--- src/nesta_pkg.sv ---
`timescale 1ns / 1ps
package nesta_pkg;

    localparam int STACK_DEPTH  = 8;
    localparam int MAX_SECTIONS = 16;
    localparam int ID_BITS      = 8;
    localparam int SP_BITS      = $clog2(STACK_DEPTH + 1);
    localparam int SI_BITS      = (STACK_DEPTH > 1) ? $clog2(STACK_DEPTH) : 1;
    localparam int TU_BITS      = $clog2(MAX_SECTIONS + 1);
    localparam int TI_BITS      = (MAX_SECTIONS > 1) ? $clog2(MAX_SECTIONS) : 1;

    localparam logic [1:0] MODE_BEGIN  = 2'd0;
    localparam logic [1:0] MODE_END    = 2'd1;
    localparam logic [1:0] MODE_MARKER = 2'd2;

    localparam logic [1:0] KIND_SECTION = 2'd0;
    localparam logic [1:0] KIND_TOTAL   = 2'd1;
    localparam logic [1:0] KIND_STALL   = 2'd2;

    localparam logic [31:0] NO_FRAME = 32'hFFFF_FFFF;

    typedef struct packed {
        logic [1:0]  mode;
        logic [7:0]  event_id;
        logic [63:0] event_time;
        logic [31:0] frame_number;
    } event_t;

    typedef struct packed {
        logic [1:0]  record_kind;
        logic [7:0]  record_id;
        logic [63:0] total_ticks;
        logic [63:0] self_ticks;
        logic [15:0] hit_count;
        logic        last_record;
    } record_t;

    // controller -> datapath
    typedef struct packed {
        logic load;
        logic track;
        logic push;
        logic pop_read;
        logic scan_first;
        logic scan_step;
        logic commit_end;
        logic dump_first;
        logic dump_step;
        logic emit_section;
        logic emit_total;
        logic emit_stall;
        logic clear_frame;
        logic set_frame;
    } dp_cmd_t;

    // datapath -> controller
    typedef struct packed {
        logic [1:0] mode;
        logic       stack_full;
        logic       stack_empty;
        logic       scan_done;
        logic       dump_done;
        logic       new_frame;
        logic       stall_valid;
    } dp_stat_t;

endpackage

--- src/nesta_ctrl.sv ---
`timescale 1ns / 1ps
module nesta_ctrl (
    input  logic                clk,
    input  logic                rst_n,
    input  logic                start,
    input  nesta_pkg::dp_stat_t stat,
    output nesta_pkg::dp_cmd_t  cmd,
    output logic                busy
);
    import nesta_pkg::*;

    typedef enum logic [6:0] {
        ST_IDLE  = 7'b0000001,
        ST_DEC   = 7'b0000010,
        ST_SCAN  = 7'b0000100,
        ST_COMMIT= 7'b0001000,
        ST_DUMP  = 7'b0010000,
        ST_STALL = 7'b0100000,
        ST_DONE  = 7'b1000000
    } state_t;

    state_t state_reg, state_next;

    always_ff @(posedge clk or negedge rst_n)
    begin
        if (!rst_n) state_reg <= ST_IDLE;
        else        state_reg <= state_next;
    end

    always_comb
    begin
        cmd        = '0;
        state_next = state_reg;
        case (state_reg)
            ST_IDLE:
            begin
                if (start)
                begin
                    cmd.load   = 1'b1;
                    state_next = ST_DEC;
                end
            end
            ST_DEC:
            begin
                state_next = ST_IDLE;
                case (stat.mode)
                    MODE_BEGIN:
                    begin
                        cmd.track = 1'b1;
                        cmd.push  = !stat.stack_full;
                    end
                    MODE_END:
                    begin
                        cmd.track = 1'b1;
                        if (!stat.stack_empty)
                        begin
                            cmd.pop_read   = 1'b1;
                            cmd.scan_first = 1'b1;
                            state_next     = ST_SCAN;
                        end
                    end
                    MODE_MARKER:
                    begin
                        if (stat.new_frame)
                        begin
                            cmd.dump_first = 1'b1;
                            state_next     = ST_DUMP;
                        end
                        else
                            cmd.set_frame = 1'b1;
                    end
                    default: ;
                endcase
            end
            ST_SCAN:
            begin
                if (stat.scan_done) state_next = ST_COMMIT;
                else                cmd.scan_step = 1'b1;
            end
            ST_COMMIT:
            begin
                cmd.commit_end = 1'b1;
                state_next     = ST_IDLE;
            end
            ST_DUMP:
            begin
                if (stat.dump_done)
                begin
                    cmd.emit_total = 1'b1;
                    state_next     = stat.stall_valid ? ST_STALL : ST_DONE;
                end
                else
                begin
                    cmd.emit_section = 1'b1;
                    cmd.dump_step    = 1'b1;
                end
            end
            ST_STALL:
            begin
                cmd.emit_stall = 1'b1;
                state_next     = ST_DONE;
            end
            ST_DONE:
            begin
                cmd.clear_frame = 1'b1;
                cmd.set_frame   = 1'b1;
                state_next      = ST_IDLE;
            end
            default: state_next = ST_IDLE;
        endcase
    end

    assign busy = (state_reg != ST_IDLE);

endmodule

--- config.mk ---
export PLATFORM = sky130hd
export DESIGN_NAME = nesta_ctrl
export DESIGN_NICKNAME = d
export VERILOG_FILES = /design/src/nesta_pkg.sv /design/src/nesta_ctrl.sv
export SDC_FILE = /design/constraint.sdc
export NUM_CORES = 1
export LEC_CHECK = 0
export BUFFER_PORTS_ARGS = -buffer_cell sky130_fd_sc_hd__buf_2
export CORE_AREA = 4 4 41 43
export DETAILED_ROUTE_END_ITERATION = 10
export DIE_AREA = 0 0 45 47
export PLACE_DENSITY = 0.86
export SYNTH_ARGS = -nofsm -noshare
export SYNTH_HDL_FRONTEND = slang
export SYNTH_SLANG_ARGS = --single-unit
--- constraint.sdc ---
create_clock -name clk -period 2.4 [get_ports clk]
set_input_delay 0.12 -clock clk [delete_from_list [all_inputs] [get_ports clk]]
set_output_delay 0.12 -clock clk [all_outputs]
set_load 0.01 [all_outputs]
==> metrics <==
status completed; pwr dens 623.8 mW/mm^2; min cycle time layout a little under 2 ns; Synth Area in XOR/XNOR 0.01423; DIE AREA around 0.0021 sq mm; Yosys top cell area share 0.2439; GRT Resource Usage Total 0.1932; # H-tree levels 1; Worst Path Max Fanout 11; Starting DRT DRC Count 15; antenna violations before repair 0; HP Start start; CTS Sinks 7; Commonest cells post-synth nor2_1 (8), and3_1 (7), dfrtp_1 (6); Hold EP state_reg[1]$_DFFE_PN0P_; Final Skew about 0.00076 ns; slew at the pin with the worst max-slew slack around 0.36 ns; critical path cell sequence nor4_4 > and3_1 > and3_1 > buf_2; post-CTS sizing 0; number of enable flip-flop cells after synthesis 0; Die Width 45 um; share of cells above drive strength 1 0.3441; # DRC 0; unrepaired setup endpoints after global routing no; crit path max-delay cell type dfrtp_1; Synth Area per Inst approximately 9 sq um; # Max-Cap Violations 0; Placed Area just over 700 sq um; Buf+Inv Stages, Crit Path 1; Final GP Congestion slightly below 0.9; Synth Warn # 0; Setup CP Type flop to output port; Starting Density 0.4731; buffers added on ports 25; leading area contributor after synthesis dfrtp_1; Finished Cell Area 760.7 sq um; area of the mapped netlist 615.6 sq um; ant diodes 0; CP Capture Type output port; Yosys cell types 34; crit start category flop; CTS tree done; Final ANT Viol Nets 0; Hold Violations, Final 0; Mapped Cells 68; hold depth 2; top_reg_cell synth dfrtp_1; Max Fclk roughly 0.51 GHz; sequential fraction of the synthesis area 0.2866; top-level I/O count 26; Leak roughly 0.44 nW; worst hold-check path type input pin to flop; Yosys reg bits 7; Largest stage delay, worst path 0.49 ns; count leader, synth nor2_1; largest net degree at the start of global routing 12; Req. time, crit path between 2 and 2.5 ns; Site Rows 13; Setup TNS Final 0 ns; final slew viol count 0; largest cells by area after synthesis dfrtp_1 (24%), and3_1 (7.1%), ha_1 (6.1%), nor2_1 (4.9%), nor3b_1 (4.9%); end of the worst register-to-register path state_reg[4]$_DFFE_PN0P_; vias per inst approximately 6; cts bufs inserted 3; Max Root-Sink Buffers 2; Arr. time, crit path about 1.8 ns; vias in the first global route approximately 640; Layout Nets between 100 and 150; P&R area growth vs syn 23.58%; final period utilization 0.8187; CORE AREA 0.001301 sq mm; Worst Reg2Reg Path Length in Cells 3; via count 636; Adder-Cell Fraction of Synth Area 0.06098; clock tree root driver cell clkbuf_4; post-synthesis compound-gate area fraction 0.1260; router iterations before antenna repair 4; Clock Pin Slew Worst Setup and Hold Paths approximately 0.060 ns; aggregate global routing overflow 0; Syn Nets approximately 80; Async SR Flop Fraction 1.000; DR WL/cell about 16 um; Simple-Gate Fraction of Synth Area 0.4248; r2r startpoint state_reg[4]$_DFFE_PN0P_; first-pass GRT wire length between 2000 and 3000 um; post-synthesis mux area share 0; clk_lat worst skew ~0.26 ns; max FFs per register 7; Setup violations, final 0; largest family of logic cells by synthesized area simple AND/OR/NAND/NOR gates; Max VDD drop ~0.00035 V; most frequent CP cell and3_1; reg2reg setup slack slightly below 0.9 ns; HPWL after DPL 1272 um; family with the most delay on the worst path simple AND/OR/NAND/NOR gates; Die Height 47 um; relative slew slack 0.7607; drt total wl 1689 um
==> through the flow <==
stage	total power [mW]	worst slack, ns	utilization	hold WS, ns	std cells
3_3_place_gp	0.3527	0.8091	0.5567	-0.04093	103
4_1_cts	0.4770	0.4345	0.5846	0.1177	108
2_1_floorplan	0.2953	0.8213	-	-0.1756	68
5_1_grt	0.5099	0.3032	0.5846	0.1329	108
3_5_place_dp	0.3572	0.7441	0.5567	-0.03170	103
6_report	0.4746	0.4350	0.5846	0.1185	108
==> kinds of logic (layout without fill, tap and decap cells) <==
kind of cell    count (synthesis)  in the layout
fa+ha+maj                       3              3
buf+inv                        10             35
flops                           7              7
compound gates                  9              9
simple gates                   38             38
xor+xnor                        1              1
==> layer usage <==
metal / wire length, um / track usage
met1: 670 / 0.2222
met2: 895 / 0.3277
met3: 103 / 0.05747
met4: 20 / 0.09357
met5: 0 / 0
==> cell usage in the layout (no fill, tap or decap), drive strengths merged <==
master / count
dfrtp: 6
nor4: 1
o31ai: 1
nor2: 8
clkbuf: 4
nor3b: 4
a221o: 1
or2b: 1
and3: 7
nor4b: 1
and4b: 1
and2: 1
dlygate4sd3: 1
nand2b: 2
xor2: 1
nor3: 2
a22oi: 1
o211ai: 1
nand2: 3
nor2b: 1
and4: 2
dfstp: 1
or3b: 2
a2111o: 1
or3: 1
o32ai: 1
inv: 5
nand3: 1
a41o: 2
buf: 25
ha: 3
o21ai: 1
==> worst max-delay path by stage <==
stage | from | endpoint | depth (start not counted)
6_report | state_reg[4]$_DFFE_PN0P_ | cmd[6] | 4
5_1_grt | state_reg[5]$_DFFE_PN0P_ | cmd[0] | 4
4_1_cts | state_reg[4]$_DFFE_PN0P_ | cmd[0] | 4
3_5_place_dp | state_reg[4]$_DFFE_PN0P_ | cmd[6] | 4
3_3_place_gp | state_reg[4]$_DFFE_PN0P_ | cmd[9] | 4
2_1_floorplan | state_reg[5]$_DFFE_PN0P_ | cmd[10] | 5
==> layout make-up <==
type / instances / area, sq um
sequential: 7 / 176.4
inverter: 5 / 18.77
clock buffer: 4 / 26.28
tap: 15 / 18.77
timing repair buffer: 26 / 135.1
fill: 132 / 540.5
multi-input combinational: 51 / 385.4
==> repair_timing <==
action	in CTS	in global routing
buffers inserted	0	0
endpoints found under the hold margin	7	0
hold buffers	1	0
==> where the power goes <==
part | switching (mW) | total [mW] | internal, mW
Sequential | 0.0254 | 0.165 | 0.139
Clock | 0.0509 | 0.115 | 0.0639
Combinational | 0.103 | 0.195 | 0.0916
Total | 0.180 | 0.475 | 0.295
Note: power is estimated with default switching activity, not from simulation.
